==> config.mk <==
export PLATFORM = sky130hd
export DESIGN_NAME = tte_cfg
export DESIGN_NICKNAME = d
export VERILOG_FILES = /design/src/sv/tte_pkg.sv /design/src/sv/tte_cfg.sv
export SDC_FILE = /design/constraint.sdc
export NUM_CORES = 1
export LEC_CHECK = 0
export BUFFER_PORTS_ARGS = -buffer_cell sky130_fd_sc_hd__buf_2
export CORE_MARGIN = 2
export CORE_UTILIZATION = 39
export DETAILED_ROUTE_END_ITERATION = 16
export GPL_ROUTABILITY_DRIVEN = 0
export GPL_TIMING_DRIVEN = 0
export PLACE_DENSITY = 0.8
export SLEW_MARGIN = 15
export SYNTH_ARGS = -nofsm -noshare
export SYNTH_HDL_FRONTEND = slang
export SYNTH_SLANG_ARGS = --single-unit
==> constraint.sdc <==
create_clock -name clk -period 1.23 [get_ports clk]
set_input_delay 0.246 -clock clk [delete_from_list [all_inputs] [get_ports clk]]
set_output_delay 0.246 -clock clk [all_outputs]
set_load 0.01 [all_outputs]
==> src/sv/tte_pkg.sv <==
// Shared types, sizes and codes for the text terminal character engine.
// No dependencies; every other file refers to it by scoped names.
`timescale 1ns / 1ps

package tte_pkg;

  localparam int MAX_COLS   = 80;
  localparam int MAX_ROWS   = 25;
  localparam int COL_W      = 7;
  localparam int ROW_W      = 5;
  localparam int CELL_W     = 16;
  localparam int CELL_COUNT = MAX_COLS * MAX_ROWS;
  localparam int CELL_AW    = $clog2(CELL_COUNT);
  localparam int PROD_W     = ROW_W + COL_W;
  localparam int APB_AW     = 4;
  localparam int APB_DW     = 32;

  localparam logic [1:0] CMD_PUT   = 2'd0;
  localparam logic [1:0] CMD_READ  = 2'd1;
  localparam logic [1:0] CMD_CLEAR = 2'd2;

  localparam logic [1:0] REG_COLS  = 2'd0;
  localparam logic [1:0] REG_ROWS  = 2'd1;
  localparam logic [1:0] REG_COLOR = 2'd2;

  localparam logic [7:0] CH_BACKSPACE = 8'd8;
  localparam logic [7:0] CH_TAB       = 8'd9;
  localparam logic [7:0] CH_NEWLINE   = 8'd10;
  localparam logic [7:0] CH_RETURN    = 8'd13;
  localparam logic [7:0] CH_SPACE     = 8'h20;

  localparam logic [7:0]        RESET_COLOR = 8'd79;
  localparam logic [COL_W-1:0]  RESET_COLS  = COL_W'(MAX_COLS);
  localparam logic [ROW_W-1:0]  RESET_ROWS  = ROW_W'(MAX_ROWS);
  localparam logic [CELL_W-1:0] RESET_CELL  = {RESET_COLOR, CH_SPACE};

  typedef struct packed {
    logic [1:0]       cmd;
    logic [7:0]       char_code;
    logic [COL_W-1:0] read_col;
    logic [ROW_W-1:0] read_row;
  } item_t;

  typedef struct packed {
    logic [CELL_W-1:0] cell_data;
    logic [ROW_W-1:0]  cursor_row;
    logic [COL_W-1:0]  cursor_col;
  } result_t;

  typedef struct packed {
    logic [COL_W-1:0] columns_in_use;
    logic [ROW_W-1:0] rows_in_use;
    logic [7:0]       text_color;
  } cfg_t;

  typedef struct packed {
    logic               we;
    logic [CELL_AW-1:0] waddr;
    logic [CELL_W-1:0]  wdata;
    logic               re;
    logic [CELL_AW-1:0] raddr;
  } ram_req_t;

  typedef enum logic [2:0] {
    S_INIT,
    S_IDLE,
    S_EXEC,
    S_READ,
    S_SCROLL,
    S_FILL
  } state_t;

endpackage

==> src/sv/tte_cfg.sv <==
// APB register file: column count, row count, text color.
// Depends on tte_pkg.
`timescale 1ns / 1ps

module tte_cfg (
  input  logic                        clk,
  input  logic                        rst,
  input  logic                        psel,
  input  logic                        penable,
  input  logic                        pwrite,
  input  logic [tte_pkg::APB_AW-1:0]  paddr,
  input  logic [tte_pkg::APB_DW-1:0]  pwdata,
  output logic [tte_pkg::APB_DW-1:0]  prdata,
  output logic                        pready,
  output tte_pkg::cfg_t               cfg
);

  logic       wr_en;
  logic [1:0] reg_idx;

  assign pready  = 1'b1;
  assign wr_en   = psel & penable & pwrite;
  assign reg_idx = paddr[3:2];

  always_ff @(posedge clk) begin
    if (rst) begin
      cfg.columns_in_use <= tte_pkg::RESET_COLS;
      cfg.rows_in_use    <= tte_pkg::RESET_ROWS;
      cfg.text_color     <= tte_pkg::RESET_COLOR;
    end else if (wr_en) begin
      unique case (reg_idx)
        tte_pkg::REG_COLS:  cfg.columns_in_use <= pwdata[tte_pkg::COL_W-1:0];
        tte_pkg::REG_ROWS:  cfg.rows_in_use    <= pwdata[tte_pkg::ROW_W-1:0];
        tte_pkg::REG_COLOR: cfg.text_color     <= pwdata[7:0];
        default: ;
      endcase
    end
  end

  always_comb begin
    unique case (reg_idx)
      tte_pkg::REG_COLS:  prdata = tte_pkg::APB_DW'(cfg.columns_in_use);
      tte_pkg::REG_ROWS:  prdata = tte_pkg::APB_DW'(cfg.rows_in_use);
      tte_pkg::REG_COLOR: prdata = tte_pkg::APB_DW'(cfg.text_color);
      default:            prdata = '0;
    endcase
  end

endmodule

==> Word-level counts from Yosys, hierarchy flattened <==
Cells that the tools add are included.
{ "word_totals": {"reg_bits": 20, "input_bits": 41, "word_cells": 12, "output_inout_bits": 53} }
{ "op_classes": {"reduce_logical": 4, "n_eq_ne": 2, "bitwise": 2, "mux": 1} }
{ "op_table": {"columns": ["operator", "count"], "rows": [
  ["case mux 8 bit (3 select lines)", 1],
  ["AND reduction 2 bit", 3],
  ["bitwise AND 1 bit", 2],
  ["== test 2 x 1 -> 1 bit (second input constant)", 1],
  ["== test 2 bit (second input constant)", 1],
  ["zero test 2 bit", 1]
]} }

==> Logic depth before layout (Yosys ltp) <==
Gate-level depths: netlist of run 1.
{ "depth": {"ltp_word": 3, "mapped_depth": 4, "depth_no_buf": 3} }

==> Worst setup path after synthesis of run 1 <==
Ideal clock, no wire load.
{ "synth_timing": {"path_type": "input to output", "startpoint": "input paddr[3] (netlist name)", "endpoint": "output prdata[4] (netlist name)", "required_ns": 0.984, "n_path_buf": 1, "path_stages": 3, "arrival_time_ns": 0.811, "slack_ns": 0.173, "cell_sequence": "buf_4 mux2i_1 o21ai_0"} }
{ "synth_between": {"elab_chain_len": 2, "elab_cells_between_ends": 4, "classes_between": "eq/ne: 2; mux: 1; reduce/logical: 1"} }
{ "synth_lines": {"columns": ["element", "line", "source"], "rows": [
  ["start, declared", "tte_cfg.sv:11", "input logic [tte_pkg::APB_AW-1:0] paddr,"],
  ["== test 2 bit (tied with other cells)", "tte_cfg.sv:41", "unique case (reg_idx)"],
  ["case mux 8 bit (3 select lines) (*)", "tte_cfg.sv:41", null],
  ["end, declared", "tte_cfg.sv:13", "output logic [tte_pkg::APB_DW-1:0] prdata,"]
]} }
Every way passes the cells marked *; elsewhere a longest branch is shown, timed or not.

==> Final worst setup path of run 1 <==
{ "layout_timing": {"startpoint": "register cfg[13] (netlist name)", "endpoint": "output prdata[0] (netlist name)"} }
{ "layout_between": {"elab_chain_len": 1} }
{ "layout_lines": {"columns": ["element", "line", "source"], "rows": [
  ["start, declared", "tte_cfg.sv:15", "output tte_pkg::cfg_t cfg"],
  ["case mux 8 bit (3 select lines)", "tte_cfg.sv:41", null]
]} }
Every way passes these cells.

==> results of run 1 <==
worst min-delay path by stage:
stage               slack [ps]  startpoint       to  depth (start not counted)
floorplan                  400   pwdata[0]  cfg[13]                          2
global placement           470      cfg[7]   cfg[7]                          2
detailed placement         480     cfg[14]  cfg[14]                          2
CTS                        200   pwdata[0]  cfg[13]                          3
global route               190   pwdata[7]   cfg[7]                          3
finish                     200   pwdata[7]   cfg[7]                          3
metrics by stage:
step                power, uW  instances  area (sq um)  setup slack, ps  setup TNS, ps
finish                   1240        242          1650            -10.9          -16.5
global placement          935        228          1520            -64.6           -552
global route             1300        242          1650            -74.8           -360
floorplan                 864        155          1270              173              0
detailed placement        937        228          1520            -80.6           -846
CTS                      1240        241          1640            -10.6          -25.5
synthesized netlist by cell type, drive strengths merged:
cell | n | area, sq um
or3 | 1 | 11.3
nor3 | 1 | 16.3
dfxtp | 20 | 400
nor3b | 1 | 7.51
nand2b | 17 | 106
clkbuf | 3 | 11.3
o21ai | 5 | 25.0
nor2 | 18 | 67.6
conb | 2 | 7.51
nand2 | 5 | 18.8
and3b | 1 | 8.76
nand3 | 1 | 5.00
mux2i | 27 | 270
nand4 | 1 | 12.5
buf | 28 | 208
and2b | 1 | 7.51
layout make-up:
cell class                 instances  area (sq um)
fill                             277          1180
multi-input combinational        104           652
sequential                        20           418
timing repair buffer              53           293
buffer                            31           223
tap                               31          38.8
clock buffer                       3          22.5
power by group:
| part | internal (uW) | leakage [uW] | switching [uW] |
|---|---|---|---|
| Sequential | 657 | 0.000163 | 5.35 |
| Combinational | 133 | 0.000692 | 140 |
| Clock | 114 | 0.0000138 | 188 |
worst min-delay path, stage by stage:
cell and delay (ps):
buf_2 100, nand2b_1 60, mux2i_1 60
cells by family (layout without fill, tap and decap cells):
family	Yosys count	after routing	share of synthesized area [%]
and+or+nand+nor	47	47	22.1
buffers and inverters	31	87	18.5
muxes	27	27	22.8
DFF	20	20	33.8
AOI/OAI and AO/OA	5	5	2.11
other	2	25	0.634
routing by layer:
layer / up-vias / global-route usage (%) / part of all wire (%)
met3: 2 / 4.15 / 4.9
li1: 541 / - / -
met5: - / 0 / 0
met4: 0 / 2.92 / 0.52
met2: 35 / 27.5 / 50
met1: 459 / 19.2 / 45
cell usage in the layout, fill, tap and decap left out:
master,Yosys,routed
and2b_2,0,1
and3b_1,1,1
buf_2,1,43
buf_4,27,37
buf_6,0,1
clkbuf_1,3,3
clkbuf_4,0,3
conb_1,2,25
dfxtp_1,20,6
dfxtp_2,0,14
mux2i_1,27,27
nand2_1,5,5
nand2b_1,17,17
nand3_1,1,1
nand4_2,1,1
nor2_1,18,18
nor3_4,1,1
nor3b_1,1,1
o21ai_0,5,3
o21ai_1,0,2
or3_4,1,1
timing repair:
action	4_1_cts	5_1_grt
buffers inserted	10	1
pin swaps	0	1
setup endpoints to repair	6	8
resized for setup	14	4
endpoints found under the hold margin	0	0
==> impl_results.md, run 1 <==
- Fmax: 0.806 GHz
- Io pins: 94
- Buf+Inv Stages, Crit Path: 1
- CTS H-tree lvls: 1
- Ant diodes: 0
- Hold_ws: 198 ps
- Mapped Avg Cell Area: between 8 and 9 sq um
- Minimum clock period: 1240 ps
- Cell count after synthesis: 132
- Clock Path Buffers: 2
- Worst Setup End Kind: output pin
- Largest net degree at the start of global routing: 11
- Seq cells post-synth: 20
- Crit path DAT: a little under 1000 ps
- Die width: ~59 um
- Initial antenna violation count: 0
- Gr ovfl total: 0
- Fin. Hold Viols: 0
- Skew-Pair Late Insertion Delay: 290 ps
- Clock skew: 0 ps
- Initial core utilization: 41.8%
- Top Registers: cfg (20)
- Clock sink total: 20
- Final setup viols: 2
- CTS tree: done
- DP Wirelength: 1970 um
- CP delay by family, top: flip-flops
- Core area: 2830 sq um
- Worst vdd ir: 522 uV
- Vias in the first global route: 859
- GRT Total Usage: between 10% and 20%
- Setup crit start kind: flop
- Hold WC Path Type: primary input to flop
- Critical path cell sequence: mux2i_1 > o21ai_1 > buf_2
- Final Util: 58.2%
- Sequential share of the synthesized area: 33.8%
- MaxCap Viol Count: 0
- Die ar.: 3490 sq um
- Crit path max fanout: 2
- Setup slack after layout: -10.9 ps
- DR DRC count: 0
- Mapped cell area: 1180 sq um
- Setup crit end: prdata[0]
- Reg clk slew, reported paths: roughly 110 ps
- Drt pass-1 iters: 4
- IO buf count: 42
- WS Path Type: flop to output pin
- Layout Nets: 254
- Starting DRT DRC Count: 27
- WL final: 2720 um
- R2R Path End: cfg[2]
- Leak Pwr: 0.000869 uW
- Tcrit/Tclk final: 101%
- Count of cell types in the netlist: 17
- Failing checks: negative setup slack
- FF-to-FF path depth: 3
- Synth Warn #: 0
- Layout cell share with drive strength beyond 1: 48.3%
- Cts bufs inserted: 3
- Top reg by flops: cfg
- Unrepaired setup endpoints after global routing: true
- Crit. Startpoint: cfg[13]
- Crit-path max cell delay: approximately 350 ps
- Root buf cell: clkbuf_4
- Power per cell area: 751 nW/um^2
- Crit Reg-Reg Startpoint: cfg[2]
- Final Max Tran Viols: 0
- Post-route ant nets: 0
- Req. time, crit path: 980 ps
- Max reg flops: 20
- Status: finished with violations
- Vias/cell: 4.29
- Hold_buf cts: 0
- FP Rows: 19
- CP Depth: 3
- Worst reg-to-reg setup slack: just under 500 ps
- First-pass GRT wire length: 4020 um
- Routed wire per std cell: roughly 11 um
- Height of the die: 59.1 um
- CP max-delay cell: dfxtp_2
- Via count: about 1,000
- P&R area growth vs syn: 39.1%
(Power assumes the default switching activity.)
==> run 2, diff against run 1 <==
--- a/config.mk
+++ b/config.mk
@@ -16,3 +16,4 @@
 export SYNTH_ARGS = -nofsm -noshare
 export SYNTH_HDL_FRONTEND = slang
 export SYNTH_SLANG_ARGS = --single-unit
+export TNS_END_PERCENT = 1
==> run 2 against run 1 <==
Via count shrank 0.77%. The flow still finishes with violations (negative setup slack). Hold slack lost 2.9 ps. Critical endpoint unchanged. Largest cell class unchanged. Utilization shrank 0.84 points. Highest routed layer unchanged. Sequential power is essentially flat. Sequential share of layout area grew 0.29 points. Combinational power is essentially flat. Critical path type unchanged.
==> impl_results.md, run 2 (synthesis gave the netlist of run 1 again) <==
- FP Rows: 19
- Crit path DAT: around 990 ps
- Hold depth: 3
- Worst Setup End Kind: output pin
- Crit-path max cell delay: 350 ps
- Ant diodes: 0
- Reg clk slew, reported paths: 110 ps
- Skew-Pair Late Insertion Delay: 290 ps
- Layout Nets: between 200 and 300
- Reg area: around 420 sq um
- Fin. Hold Viols: 0
- Area of the multi-input gates: about 650 sq um
- FILL cells: 278
- CTS H-tree lvls: 1
- Layout cell share with drive strength beyond 1: 47.1%
- WL final: 2710 um
- R2R Path End: cfg[2]
- Io pins: 94
- Crit path max fanout: 2
- Drt pass-1 iters: 4
- MaxCap Viol Count: 0
- Initial antenna violation count: 0
- Die ar.: 3490 sq um
- Worst reg-to-reg setup slack: 490 ps
- Min-delay src: pwdata[7]
- Unrepaired setup endpoints after global routing: true
- Leak Pwr: between 0.0008 and 0.0009 uW
- Critical path cell sequence: mux2i_1 > o21ai_1 > buf_2
- Crit Reg-Reg Startpoint: cfg[2]
- TNS Setup: -20.4 ps
- FF-to-FF path depth: 3
- DR DRC count: 0
- Clock Path Buffers: 2
- Starting DRT DRC Count: 28
- Max reg flops: 20
- CTS tree: done
- Root buf cell: clkbuf_4
- Top reg by flops: cfg
- Vias in the first global route: 849
- Cts bufs inserted: 3
- Setup crit start kind: flop
- Final instance count without filler cells: 239
- P&R area growth vs syn: 37.1%
- Clock skew: 0 ps
- Worst Hold End: cfg[7]
- Commonest cells after routing, fill and taps aside: buf_2 (43), buf_4 (34), mux2i_1 (27), conb_1 (25), nor2_1 (18)
- Via count: 1,029
- Failing checks: negative setup slack
- Gr ovfl total: 0
- Top Registers: cfg (20)
- Number of cells in the design after placement: 228
- Most common cell after layout, fill and taps aside: buf_2
- Fmax: slightly above 0.8 GHz
- DP Wirelength: 1970 um
- Overall power: 1240 uW
- Power per cell area: 763 nW/um^2
- Final setup viols: 3
- WS Path Type: flop to output pin
- Crit. Startpoint: cfg[13]
- Largest net degree at the start of global routing: 11
- Minimum clock period: 1240 ps
- First-pass GRT wire length: 4000 um
- GRT Total Usage: 15.5%
- Clock sink total: 20
- Hold WC Path Type: primary input to flop
- Tcrit/Tclk final: 101%
- Initial core utilization: a little over two fifths
- Buf+Inv Stages, Crit Path: 1
- Req. time, crit path: 980 ps
- Worst vdd ir: around 520 uV
- Die width: 59.1 um
- Vias/cell: 4.31
- Final Max Tran Viols: 0
- Core area: 2830 sq um
- IO buf count: 42
- Setup slack after layout: -10.9 ps
- Status: finished with violations
- Routed wire per std cell: ~11 um
- CP max-delay cell: dfxtp_2
- CP delay by family, top: flip-flops
- Post-route ant nets: 0
- Height of the die: 59.1 um
==> run 2: changes by cell type in the layout (fill, tap and decap cells not counted), sizes merged <==
cell | previous run | this run
buf | 81 | 78
==> run 2: power breakdown <==
group	switching (uW)	internal (uW)
registers	5.54	657
logic	139	132
clock network	191	114
total	336	902
==> run 2: what timing repair did <==
action                                  in CTS  in global routing
buffers inserted                             8                  0
hold buffers                                 0                  0
resized for setup                           14                  3
hold endpoints to repair                     0                  0
endpoints found under the setup margin       6                  8
pin swaps                                    0                  1
==> run 2: worst max path at each step <==
| stage | depth (start not counted) | slack, ps | end |
|---|---|---|---|
| after floorplan | 3 | 170 | prdata[4] |
| after global placement | 4 | -60 | cfg[9] |
| after detailed placement | 4 | -80 | cfg[12] |
| after CTS | 3 | -10 | prdata[0] |
| after global routing | 3 | -70 | prdata[0] |
| final | 3 | -10 | prdata[0] |
==> run 2: final cells by class <==
cell class,count,area share [%]
clock buffers,3,1.39
multi-input cells,104,40.2
well taps,31,2.39
plain buffers,31,13.7
flip-flops and latches,20,25.7
repair buffers,50,16.7
==> run 2: metrics by stage <==
step	instance area [sq um]	hold WS, ps	setup WS [ps]	utilization (%)
5_1_grt	1620	188	-74.8	57.4
3_3_place_gp	1520	470	-64.6	53.7
6_report	1620	196	-10.9	57.4
4_1_cts	1620	199	-10.6	57.3
2_1_floorplan	1270	401	173	-
3_5_place_dp	1520	480	-80.6	53.7
==> run 2: routing by layer <==
layer | up-vias | track usage, % | part of all wire (%)
met2 | 35 | 27.1 | 49
li1 | 535 | - | -
met5 | - | 0 | 0
met1 | 457 | 19.2 | 45
met3 | 2 | 4.15 | 4.9
met4 | 0 | 2.92 | 0.52
==> run 2: worst min-delay path: cells and delay by family <==
kind                   cells  cell delay (ps)
muxes                      1               60
and+or+nand+nor            1               60
buffers and inverters      1              100
