[src/sv/tte_pkg.sv]
// Shared types, sizes and codes for the text terminal character engine.
// No dependencies; every other file refers to it by scoped names.
`timescale 1ns / 1ps

package tte_pkg;

  localparam int MAX_COLS   = 80;
  localparam int MAX_ROWS   = 25;
  localparam int COL_W      = 7;
  localparam int ROW_W      = 5;
  localparam int CELL_W     = 16;
  localparam int CELL_COUNT = MAX_COLS * MAX_ROWS;
  localparam int CELL_AW    = $clog2(CELL_COUNT);
  localparam int PROD_W     = ROW_W + COL_W;
  localparam int APB_AW     = 4;
  localparam int APB_DW     = 32;

  localparam logic [1:0] CMD_PUT   = 2'd0;
  localparam logic [1:0] CMD_READ  = 2'd1;
  localparam logic [1:0] CMD_CLEAR = 2'd2;

  localparam logic [1:0] REG_COLS  = 2'd0;
  localparam logic [1:0] REG_ROWS  = 2'd1;
  localparam logic [1:0] REG_COLOR = 2'd2;

  localparam logic [7:0] CH_BACKSPACE = 8'd8;
  localparam logic [7:0] CH_TAB       = 8'd9;
  localparam logic [7:0] CH_NEWLINE   = 8'd10;
  localparam logic [7:0] CH_RETURN    = 8'd13;
  localparam logic [7:0] CH_SPACE     = 8'h20;

  localparam logic [7:0]        RESET_COLOR = 8'd79;
  localparam logic [COL_W-1:0]  RESET_COLS  = COL_W'(MAX_COLS);
  localparam logic [ROW_W-1:0]  RESET_ROWS  = ROW_W'(MAX_ROWS);
  localparam logic [CELL_W-1:0] RESET_CELL  = {RESET_COLOR, CH_SPACE};

  typedef struct packed {
    logic [1:0]       cmd;
    logic [7:0]       char_code;
    logic [COL_W-1:0] read_col;
    logic [ROW_W-1:0] read_row;
  } item_t;

  typedef struct packed {
    logic [CELL_W-1:0] cell_data;
    logic [ROW_W-1:0]  cursor_row;
    logic [COL_W-1:0]  cursor_col;
  } result_t;

  typedef struct packed {
    logic [COL_W-1:0] columns_in_use;
    logic [ROW_W-1:0] rows_in_use;
    logic [7:0]       text_color;
  } cfg_t;

  typedef struct packed {
    logic               we;
    logic [CELL_AW-1:0] waddr;
    logic [CELL_W-1:0]  wdata;
    logic               re;
    logic [CELL_AW-1:0] raddr;
  } ram_req_t;

  typedef enum logic [2:0] {
    S_INIT,
    S_IDLE,
    S_EXEC,
    S_READ,
    S_SCROLL,
    S_FILL
  } state_t;

endpackage

[src/sv/tte_seq.sv]
// Command sequencer: cursor, character handling, scroll copy, fill sweeps.
// Depends on tte_pkg; drives the request port of tte_ram.
`timescale 1ns / 1ps

module tte_seq (
  input  logic                        clk,
  input  logic                        rst,
  input  logic                        start,
  input  tte_pkg::item_t              item,
  input  tte_pkg::cfg_t               cfg,
  output logic                        busy,
  output logic                        done,
  output tte_pkg::result_t            result,
  output tte_pkg::ram_req_t           ram_req,
  input  logic [tte_pkg::CELL_W-1:0]  ram_rdata
);

  localparam int CW = tte_pkg::COL_W;
  localparam int RW = tte_pkg::ROW_W;
  localparam int AW = tte_pkg::CELL_AW;
  localparam int PW = tte_pkg::PROD_W;
  localparam logic [AW-1:0] CELL_LAST = AW'(tte_pkg::CELL_COUNT - 1);

  tte_pkg::state_t state, state_next;

  // control
  logic [AW-1:0] faddr, faddr_next;
  logic [RW-1:0] row, row_next;
  logic [CW-1:0] col, col_next;
  logic          pend, pend_next;
  logic          finish;

  // latched item and sizes
  logic [1:0]    cmd_q, cmd_q_next;
  logic [7:0]    ch_q, ch_q_next;
  logic [CW-1:0] rc_q, rc_q_next;
  logic [RW-1:0] rr_q, rr_q_next;
  logic [CW-1:0] cols_q, cols_q_next;
  logic [RW-1:0] rows_q, rows_q_next;
  logic [AW-1:0] total_q, total_q_next;
  logic [AW-1:0] src, src_next;
  logic [AW-1:0] pdst, pdst_next;
  logic [AW-1:0] fend, fend_next;
  logic [tte_pkg::CELL_W-1:0] res_data;

  // size clamp, used at accept
  logic [CW-1:0] cols_eff;
  logic [RW-1:0] rows_eff;
  logic [PW-1:0] total_eff;

  // put decode, from registered state only
  logic          nl, scroll, put_we, read_ok;
  logic [RW-1:0] row_new, mrow;
  logic [CW-1:0] col_new, mcol;
  logic [RW:0]   row_p1;
  logic [CW:0]   col_p1, tab_col;
  logic [tte_pkg::CELL_W-1:0] put_data, blank;
  logic [PW-1:0] lin_wide;
  logic [AW-1:0] lin;

  assign busy  = (state != tte_pkg::S_IDLE);
  assign blank = {cfg.text_color, tte_pkg::CH_SPACE};

  always_comb begin
    if (cfg.columns_in_use == '0) begin
      cols_eff = CW'(1);
    end else if (cfg.columns_in_use > CW'(tte_pkg::MAX_COLS)) begin
      cols_eff = CW'(tte_pkg::MAX_COLS);
    end else begin
      cols_eff = cfg.columns_in_use;
    end
    if (cfg.rows_in_use == '0) begin
      rows_eff = RW'(1);
    end else if (cfg.rows_in_use > RW'(tte_pkg::MAX_ROWS)) begin
      rows_eff = RW'(tte_pkg::MAX_ROWS);
    end else begin
      rows_eff = cfg.rows_in_use;
    end
  end

  assign total_eff = PW'(rows_eff) * PW'(cols_eff);

  always_comb begin
    nl       = 1'b0;
    scroll   = 1'b0;
    put_we   = 1'b0;
    put_data = blank;
    row_new  = row;
    col_new  = col;
    mrow     = row;
    mcol     = col;
    row_p1   = {1'b0, row} + (RW+1)'(1);
    col_p1   = {1'b0, col} + (CW+1)'(1);
    tab_col  = ({1'b0, col} + (CW+1)'(4)) & ~(CW+1)'(3);
    read_ok  = (rr_q < rows_q) && (rc_q < cols_q);
    if (cmd_q == tte_pkg::CMD_READ) begin
      mrow = rr_q;
      mcol = rc_q;
    end else if (cmd_q == tte_pkg::CMD_PUT) begin
      case (ch_q)
        tte_pkg::CH_NEWLINE: nl = 1'b1;
        tte_pkg::CH_RETURN:  col_new = '0;
        tte_pkg::CH_TAB: begin
          if (tab_col >= {1'b0, cols_q}) begin
            nl = 1'b1;
          end else begin
            col_new = tab_col[CW-1:0];
          end
        end
        tte_pkg::CH_BACKSPACE: begin
          if (col != '0) begin
            col_new = col - CW'(1);
            mcol    = col - CW'(1);
            put_we  = 1'b1;
          end else if (row != '0) begin
            row_new = row - RW'(1);
            col_new = cols_q - CW'(1);
            mrow    = row - RW'(1);
            mcol    = cols_q - CW'(1);
            put_we  = 1'b1;
          end
        end
        default: begin
          put_we   = 1'b1;
          put_data = {cfg.text_color, ch_q};
          if (col_p1 >= {1'b0, cols_q}) begin
            nl = 1'b1;
          end else begin
            col_new = col_p1[CW-1:0];
          end
        end
      endcase
      if (nl) begin
        col_new = '0;
        if (row_p1 < {1'b0, rows_q}) begin
          row_new = row_p1[RW-1:0];
        end else begin
          scroll = 1'b1;
        end
      end
    end
  end

  assign lin_wide = PW'(mrow) * PW'(cols_q) + PW'(mcol);
  assign lin      = lin_wide[AW-1:0];

  // next state
  always_comb begin
    state_next = state;
    unique case (state)
      tte_pkg::S_INIT: if (faddr == CELL_LAST) state_next = tte_pkg::S_IDLE;
      tte_pkg::S_IDLE: if (start) state_next = tte_pkg::S_EXEC;
      tte_pkg::S_EXEC: begin
        case (cmd_q)
          tte_pkg::CMD_PUT:   state_next = scroll ? tte_pkg::S_SCROLL : tte_pkg::S_IDLE;
          tte_pkg::CMD_READ:  state_next = read_ok ? tte_pkg::S_READ : tte_pkg::S_IDLE;
          tte_pkg::CMD_CLEAR: state_next = tte_pkg::S_FILL;
          default:            state_next = tte_pkg::S_IDLE;
        endcase
      end
      tte_pkg::S_READ:   state_next = tte_pkg::S_IDLE;
      tte_pkg::S_SCROLL: if (src >= total_q) state_next = tte_pkg::S_FILL;
      tte_pkg::S_FILL:   if (faddr == fend - AW'(1)) state_next = tte_pkg::S_IDLE;
      default:           state_next = tte_pkg::S_IDLE;
    endcase
  end

  // datapath and memory requests
  always_comb begin
    ram_req      = '0;
    finish       = 1'b0;
    res_data     = '0;
    row_next     = row;
    col_next     = col;
    faddr_next   = faddr;
    fend_next    = fend;
    src_next     = src;
    pdst_next    = pdst;
    pend_next    = pend;
    cmd_q_next   = cmd_q;
    ch_q_next    = ch_q;
    rc_q_next    = rc_q;
    rr_q_next    = rr_q;
    cols_q_next  = cols_q;
    rows_q_next  = rows_q;
    total_q_next = total_q;
    unique case (state)
      tte_pkg::S_INIT: begin
        ram_req.we    = 1'b1;
        ram_req.waddr = faddr;
        ram_req.wdata = tte_pkg::RESET_CELL;
        faddr_next    = faddr + AW'(1);
      end
      tte_pkg::S_IDLE: begin
        if (start) begin
          cmd_q_next   = item.cmd;
          ch_q_next    = item.char_code;
          rc_q_next    = item.read_col;
          rr_q_next    = item.read_row;
          cols_q_next  = cols_eff;
          rows_q_next  = rows_eff;
          total_q_next = total_eff[AW-1:0];
          row_next     = (row >= rows_eff) ? rows_eff - RW'(1) : row;
          col_next     = (col >= cols_eff) ? cols_eff - CW'(1) : col;
        end
      end
      tte_pkg::S_EXEC: begin
        case (cmd_q)
          tte_pkg::CMD_PUT: begin
            ram_req.we    = put_we;
            ram_req.waddr = lin;
            ram_req.wdata = put_data;
            row_next      = row_new;
            col_next      = col_new;
            if (scroll) begin
              src_next  = AW'(cols_q);
              pend_next = 1'b0;
            end else begin
              finish = 1'b1;
            end
          end
          tte_pkg::CMD_READ: begin
            if (read_ok) begin
              ram_req.re    = 1'b1;
              ram_req.raddr = lin;
            end else begin
              finish = 1'b1;
            end
          end
          tte_pkg::CMD_CLEAR: begin
            row_next   = '0;
            col_next   = '0;
            faddr_next = '0;
            fend_next  = total_q;
          end
          default: finish = 1'b1;
        endcase
      end
      tte_pkg::S_READ: begin
        finish   = 1'b1;
        res_data = ram_rdata;
      end
      tte_pkg::S_SCROLL: begin
        // read one row down, write it back one row up in the following cycle
        if (pend) begin
          ram_req.we    = 1'b1;
          ram_req.waddr = pdst;
          ram_req.wdata = ram_rdata;
        end
        if (src < total_q) begin
          ram_req.re    = 1'b1;
          ram_req.raddr = src;
          pdst_next     = src - AW'(cols_q);
          src_next      = src + AW'(1);
          pend_next     = 1'b1;
        end else begin
          pend_next  = 1'b0;
          faddr_next = total_q - AW'(cols_q);
          fend_next  = total_q;
        end
      end
      tte_pkg::S_FILL: begin
        ram_req.we    = 1'b1;
        ram_req.waddr = faddr;
        ram_req.wdata = blank;
        faddr_next    = faddr + AW'(1);
        if (faddr == fend - AW'(1)) finish = 1'b1;
      end
      default: ;
    endcase
  end

  always_ff @(posedge clk) begin
    if (rst) begin
      state <= tte_pkg::S_INIT;
      faddr <= '0;
      row   <= '0;
      col   <= '0;
      pend  <= 1'b0;
      done  <= 1'b0;
    end else begin
      state <= state_next;
      faddr <= faddr_next;
      row   <= row_next;
      col   <= col_next;
      pend  <= pend_next;
      done  <= finish;
    end
  end

  always_ff @(posedge clk) begin
    cmd_q   <= cmd_q_next;
    ch_q    <= ch_q_next;
    rc_q    <= rc_q_next;
    rr_q    <= rr_q_next;
    cols_q  <= cols_q_next;
    rows_q  <= rows_q_next;
    total_q <= total_q_next;
    src     <= src_next;
    pdst    <= pdst_next;
    fend    <= fend_next;
    if (finish) begin
      result.cell_data  <= res_data;
      result.cursor_row <= row_next;
      result.cursor_col <= col_next;
    end
  end

`ifndef SYNTHESIS
  a_accept_busy: assert property (@(posedge clk) disable iff (rst)
    (start && !busy) |=> busy)
    else $error("accepted beat did not make the engine busy");

  a_done_idle: assert property (@(posedge clk) disable iff (rst)
    done |-> !busy)
    else $error("result strobe while still busy");

  a_wr_range: assert property (@(posedge clk) disable iff (rst)
    ram_req.we |-> (ram_req.waddr <= CELL_LAST))
    else $error("memory write beyond screen");

  a_scroll_order: assert property (@(posedge clk) disable iff (rst)
    (state == tte_pkg::S_SCROLL && pend) |-> (pdst < src))
    else $error("scroll write overtakes read");

  a_cursor_range: assert property (@(posedge clk) disable iff (rst)
    (row < RW'(tte_pkg::MAX_ROWS)) && (col < CW'(tte_pkg::MAX_COLS)))
    else $error("cursor outside maximum screen");
`endif

endmodule

[config.mk]
export PLATFORM = sky130hd
export DESIGN_NAME = tte_seq
export DESIGN_NICKNAME = d
export VERILOG_FILES = /design/src/sv/tte_pkg.sv /design/src/sv/tte_seq.sv
export SDC_FILE = /design/constraint.sdc
export NUM_CORES = 1
export LEC_CHECK = 0
export BUFFER_PORTS_ARGS = -buffer_cell sky130_fd_sc_hd__buf_2
export CORE_ASPECT_RATIO = 0.8
export CORE_UTILIZATION = 30
export CTS_CLUSTER_DIAMETER = 60
export DETAILED_ROUTE_END_ITERATION = 8
export PLACE_DENSITY = 0.47
export SYNTH_ARGS = -nofsm -noshare
export SYNTH_HDL_FRONTEND = slang
export SYNTH_SLANG_ARGS = --single-unit
[constraint.sdc]
create_clock -name clk -period 10.7 [get_ports clk]
set_clock_uncertainty 0.05 [all_clocks]
set_input_delay 2.14 -clock clk [delete_from_list [all_inputs] [get_ports clk]]
set_output_delay 2.14 -clock clk [all_outputs]
set_load 0.01 [all_outputs]
# After elaboration in Yosys (flattened, before gate mapping)
# Index checks and enable logic that the tools add are counted.
# word_totals
reg_bits	134
input_bits	61
out_inout_bits	70
# classes
n_addsub	14
n_eq_ne	23
order_cmp	11
multipliers	2
muxes	79
n_reduce_logical	20
# ops
op	count
$pmux 28 s4	1
$mux 7	13
$mux 11	7
$mux 5	12
$mux 28	2
$pmux 11 s2	2
$mux 12	3
$pmux 11 s3	1
$eq 8x4->1 const B	4
$pmux 7 s2	2
$pmux 7 s4	1
$pmux 12 s2	1
$add 11x1->11 const B	2
$mul 5x7->11	2
$sub 11x7->11	2
$sub 7x1->7 const B	3
$pmux 5 s2	2
$mux 1	17
$ge 8x7->1	2
$mux 8	2
$ne 2x2->1 const B	8
$mux 3	5
$pmux 3 s5	1
$add 11x7->11	1
other kinds (42)	53

# Longest topological paths before layout
# Gate-level depths: netlist of the first run.
# depth
depth_word	12
depth_mapped	27
mapped_depth_nobuf	25

# Least setup slack after synthesis of the first run
# No wires, ideal clock.
# synth_path
path_type	reg2out
from	register ch_q[5]
to	output port ram_req[37] (netlist bit)
arrival_ns	5.502
t_required_ns	8.510
path_slack_ns	3.008
path_stages_with_launch	22
cell_sequence	edfxtp_1 > or4b_1 > buf_2 > nor3_2 > nand3_1 > o31ai_1 > nand2_1 > a21oi_1 > a21oi_1 > nand2b_1 > fa_1 > fa_1 > fa_1 > inv_1 > ha_1 > a21oi_1 > nor2b_1 > o21a_1 > o41a_1 > xnor2_1 > a222oi_1 > inv_1
# synth_lines
element	line	text
start: declaration	tte_seq.sv:35	logic [7:0] ch_q, ch_q_next;
start signal: assignment	tte_seq.sv:293	ch_q <= ch_q_next;
end: declaration	tte_seq.sv:14	output tte_pkg::ram_req_t ram_req,

==> results of run 1 <==
==> placed cells by master, fill, tap and decap left out, drive strengths merged, types with 10 or more instances in the layout <==
cell type	n
a21oi	64
xor2	25
nand4	14
and3	30
or3	12
fa	37
nor4	12
and2	17
buf	139
nor2	112
a21o	12
edfxtp	106
nand2	123
a31oi	10
a22o	22
nor3	29
o21ai	61
clkbuf	22
inv	111
nand2b	15
ha	119
dfxtp	28
xnor2	54
o31ai	12
nand3	37
nor2b	24
==> flip-flops by register name, summed over array words and instances (netlist names) <==
register  flops
faddr        11
cmd_q         2
pend          1
state         3
result       28
ch_q          8
cols_q        7
src          11
col           7
row           5
rr_q          5
pdst         11
rc_q          7
done          1
fend         11
total_q      11
rows_q        5
==> cell families (layout without fill, tap and decap cells) <==
logic type | Yosys count | in the layout | synth area share
AO/OA/AOI/OAI | 277 | 277 | 0.164
XOR/XNOR | 79 | 79 | 0.0599
adder cells (fa/ha/maj) | 156 | 156 | 0.193
buffers and inverters | 167 | 284 | 0.0586
flip-flops | 134 | 134 | 0.324
multiplexers | 10 | 10 | 0.00888
AND/OR/NAND/NOR | 448 | 448 | 0.192
==> critical path: stages, from the launching register on <==
cell and delay, ps:
edfxtp_1 380, or4b_1 690, nor3_2 620, nand4_1 300
nor2_1 150, a21oi_1 50, o21ai_0 690, nand2_1 180
fa_1 560, inv_1 40, ha_1 310, fa_1 530
fa_1 480, a21oi_1 170, nor2b_1 70, nor3_1 130
nor2_1 80, o41ai_1 340, xnor2_1 150, xnor2_1 260
a22o_1 170, buf_2 130
==> area by class of cell <==
cell class | instances | share of cell area
Sequential cell | 134 | 0.283
Clock inverter | 10 | 0.00983
Timing Repair Buffer | 139 | 0.0542
Inverter | 113 | 0.0320
Multi-Input combinational cell | 970 | 0.541
Tap cell | 487 | 0.0460
Clock buffer | 22 | 0.0343
==> metal layers <==
layer | GRT usage | share of wire | wire length (um) | vias up
met5 | 0 | 0 | 0 | -
met4 | 0.0510 | 0.016 | 658 | 0
met3 | 0.0483 | 0.067 | 2780 | 42
met2 | 0.317 | 0.42 | 17100 | 364
met1 | 0.305 | 0.50 | 20700 | 4923
li1 | - | - | - | 4767
==> worst max path at each step <==
| stage | startpoint | to | slack, ps | depth (start not counted) |
|---|---|---|---|---|
| 6_report | ch_q[5] | ram_req[10] | 1560 | 21 |
| 5_1_grt | col[2] | ram_req[10] | 1030 | 24 |
| 4_1_cts | ch_q[5] | ram_req[37] | 1570 | 21 |
| 3_5_place_dp | ch_q[5] | ram_req[37] | 2070 | 21 |
| 3_3_place_gp | ch_q[5] | ram_req[37] | 2180 | 21 |
| 2_1_floorplan | ch_q[5] | ram_req[37] | 3010 | 21 |
==> stage by stage <==
stage	utilization	cells	power [uW]	area [um^2]
global route	0.353	1875	1330	13200
detailed placement	0.337	1843	685	12700
CTS	0.353	1875	1300	13200
floorplan	-	1271	646	11500
finish	0.353	1875	1290	13200
global placement	0.337	1843	686	12700
==> power breakdown <==
group	switching (uW)	internal (uW)	leakage, uW
sequential	2.14	562	0.00122
clock	241	370	0.000285
combinational	64.9	45.3	0.00434
total	308	977	0.00585
==> results_dict.tcl, run 1 <==
set metrics [dict create \
    first_pass_iters 5 \
    root_buffer "clkbuf_16" \
    drtIter0Drc 814 \
    timing.fmax_ghz 0.109 \
    min_period_ps 9140 \
    io_buffers 130 \
    worstReg2RegEnd "result[15]" \
    min_to "pend" \
    vias 10100 \
    gp_congestion 0.886 \
    routed_wl_mm 41.2 \
    drc_errors 0 \
    grt.overflow.total 0 \
    clkTransAtPathRegs_ps 60 \
    pin_count 131 \
    async_flop_share 0 \
    grt_use_total 0.212 \
    crit_path_end_kind "primary output" \
    vias_per_cell 5.38 \
    yosysSeqAreaShare 0.324 \
    cts.htree.levels 4 \
    synth-seq-cells 134 \
    holdCritStartpoint "pend" \
    ff2ff_path_depth 11 \
    rsz0062_at_grt "no" \
    r2r-start "cols_q[6]" \
    peakVddDrop_uv 77.8 \
    cts_resized 0 \
    crit_arrival_ps 6950 \
    ys_warn_count 0 \
    grt_max_degree 46 \
    synth_commonest_cells "nand2_1, ha_1, nor2_1" \
    ys_types 82 \
    synth_fp_nets 1488 \
    cts_made_buffers 17 \
    start_kind "flop" \
    synth_edf_count 106 \
    initial_utilization 0.308 \
    worst_slew_pin_slew_ps 1270 \
    place_worst_setup_slack_ps 2070 \
    ff_latch_area_um2 3740 \
    finalSetupTns_ps 0 \
    multi_input_area_um2 7160 \
    finalCritPeriodShare 0.854 \
    dp_hpwl_mm 32.0 \
    fill_cells 3879 \
    clkLatencyLatePin_ps 450 \
    whs_ps 462 \
    synth_cells 1271 \
    die_x_um 221 \
    numClockSinks 134 \
    grt_pass1_vias 9779 \
    drt-wirelength-per-cell_um 22.0 \
    syn_area_per_cell_um2 9.09 \
    p_per_area_nw_per_um2 97.1 \
    synth_top_area_cell "edfxtp_1" \
    status "complete, no violations" \
    finalWorstSetupSlack_ps 1560 \
    postCtsHoldBufs 0 \
    slew_violations 0 \
    die-area_um2 39300 \
    min_delay_path_depth 2 \
    syn-cell-area_um2 11500 \
    r2r_slack_ps 5400 \
    synthTopCellsByArea "edfxtp_1, ha_1, fa_1" \
    max-slew-margin-rel 0.143 \
    cp.required_ps 8510 \
    cap_violations 0 \
    cts_setup_buffers 0 \
    grt_antenna_before_repair 0 \
    area_delta_synth_final_pct 14.6 \
    p_leak_uw 0.00585 \
    drive_gt1_frac 0.136 \
    grt_pass1_wl_mm 61.5 \
    die_y_um 178 \
    cts_buffer_depth 2 \
    critPathKind "reg2out" \
    antenna_left 0 \
    yosysTopAreaCellShare 0.276 \
    setup_violations 0 \
    diodes 0 \
    layout.nets 1592 \
    hp-class "reg2reg" \
    cts_tree "yes" \
    final-hold-violation-count 0 \
    ys.flop_type "edfxtp_1" \
    row_count 63 \
    crit_fanout 9 \
    core-area_um2 37500 \
    yosysMostFrequentCell "nand2_1" \
]
Note: power is estimated with default switching activity, not from simulation.
==> run 2: changes to the inputs <==
- CORE_UTILIZATION: 30 -> 25
- CTS_BUF_LIST: not set -> sky130_fd_sc_hd__clkbuf_8
- PLACE_DENSITY: 0.47 -> 0.41
- clock period: 10.7 -> 8.8 ns (I/O delays scaled with it)
==> run 2 against run 1 <==
Cell count increased by 7.9%. Core utilization decreased by 6.0 points. Routed wire length about the same. Design area rose by 1.0%. Critical path depth did not move. Die area rose by 20%. First-iteration DRC count is 4.4% lower. Clock power is 17% lower. Largest power group is now sequential cells. Flip-flop and latch count did not move. Register-to-register slack worse by 1800 ps. Highest routed layer is now met5. Via count hardly changed. Sequential share of layout area shrank 0.29 points.
==> results_dict.tcl, run 2 (synthesized netlist as in run 1, its figures left out) <==
set metrics [dict create \
    status "complete, no violations" \
    vias_per_cell 4.99 \
    root_buffer "clkbuf_8" \
    gp_congestion 0.898 \
    io_buffers 130 \
    grt.overflow.total 0 \
    max-slew-margin-rel 0.259 \
    peakVddDrop_uv 85.9 \
    die_y_um 194 \
    min_delay_path_depth 2 \
    layout_commonest_cell "buf_2" \
    drive_gt1_frac 0.157 \
    slowest_delay_ps 700 \
    clkTransAtPathRegs_ps 90 \
    fill_cells 4878 \
    layout_common_cells "buf_2, nand2_1, ha_1" \
    grt_max_degree 46 \
    cp.required_ps 6990 \
    core-area_um2 45600 \
    layout.nets 1614 \
    finalSetupTns_ps 0 \
    cts_buffer_depth 2 \
    initial_utilization 0.253 \
    slew_violations 0 \
    crit_fanout 6 \
    die-area_um2 47100 \
    critPathKind "reg2out" \
    cts_made_buffers 17 \
    finalCritPeriodShare 0.952 \
    p_leak_uw 0.00589 \
    cp_common_cell "fa_1" \
    routed_wl_mm 41.2 \
    crit_slowest_cell "or4b_1" \
    die_x_um 242 \
    area_delta_synth_final_pct 15.8 \
    final-hold-violation-count 0 \
    grt_pass1_vias 9835 \
    first_pass_iters 5 \
    cp_top_family "adder cells" \
    top_register "result" \
    pin_count 131 \
    cap_violations 0 \
    ff2ff_path_depth 11 \
    hp-class "reg2reg" \
    row_count 70 \
    vias 10100 \
    drc_errors 0 \
    grt_antenna_before_repair 1 \
    setup_violations 0 \
    grt_pass1_wl_mm 62.4 \
    grt_use_total 0.177 \
    fin_util 0.293 \
    numClockSinks 134 \
    dp_hpwl_mm 32.1 \
    path_buf_inv 3 \
    largest_reg_flops 28 \
    cts.htree.levels 4 \
    timing.fmax_ghz 0.119 \
    cp.depth 21 \
    drtIter0Drc 778 \
    min_period_ps 8380 \
    power_uw 1320 \
    r2r_slack_ps 3650 \
    crit_arrival_ps 6570 \
    clkLatencyLatePin_ps 510 \
    p_per_area_nw_per_um2 99.0 \
    start_kind "flop" \
    drt-wirelength-per-cell_um 20.4 \
    cp_cell_sequence "or4b_1 -> nor3_4 -> nand3_1 -> o31ai_2 -> nand2_1 -> a21oi_1 -> a21oi_2 -> nand2b_1 -> fa_1 -> fa_1 -> fa_1 -> inv_1 -> ha_1 -> a21oi_1 -> nor2b_1 -> o21a_1 -> o41a_1 -> xnor2_1 -> a222oi_1 -> inv_1 -> buf_2" \
    postCtsHoldBufs 0 \
    cts_tree "yes" \
    worst_slew_pin_slew_ps 1100 \
    crit_path_end_kind "primary output" \
    antenna_left 0 \
]
## run 2: worst paths after layout
kind / startpoint / end
setup / recovery: ch_q[4] / ram_req[37]
hold / removal: pend / pend
setup reg to reg: cols_q[3] / result[12]
hold reg to reg: pend / pend
## run 2: layout make-up
class	count	area [um^2]	area share
timing repair buffer	161	883	0.0660
clock buffer	17	234	0.0175
multi-input combinational	970	7190	0.538
tap	612	766	0.0573
clock inverter	15	129	0.00964
antenna	2	5.00	0.000374
inverter	113	424	0.0317
sequential	134	3740	0.280
## run 2: per-stage QoR
stage               hold WS [ps]  area [um^2]  worst slack, ps  std cells
floorplan                    401        11500             1490       1271
global placement             430        13000              730       1989
detailed placement           441        13000              534       1989
CTS                          466        13300             15.6       2021
global route                 482        13400            -5.37       2022
finish                       463        13400              420       2024
## run 2: worst min-delay path: cells and delay by family, from the launching register on
kind | cells | cell delay [ps]
DFF | 1 | 330
and+or+nand+nor | 1 | 80
AOI/OAI and AO/OA | 1 | 70
## run 2: power breakdown
group,internal (uW),total (uW),leakage (uW),switching [uW]
registers,683,686,0.00122,3.61
logic,54.9,131,0.00448,76.5
clock network,223,506,0.000180,283
total,961,1320,0.00589,363
## run 2: repair_timing
action,in CTS,in global routing
gates resized for setup,1,9
endpoints found under the setup margin,2,4
setup buffers,0,1
## run 2: metal layers
metal | track usage | vias to the layer above | wire length (um)
met2 | 0.250 | 317 | 16700
met4 | 0.0422 | 2 | 411
met3 | 0.0309 | 23 | 2370
met5 | 0 | - | 8
li1 | - | 4812 | -
met1 | 0.272 | 4936 | 21700
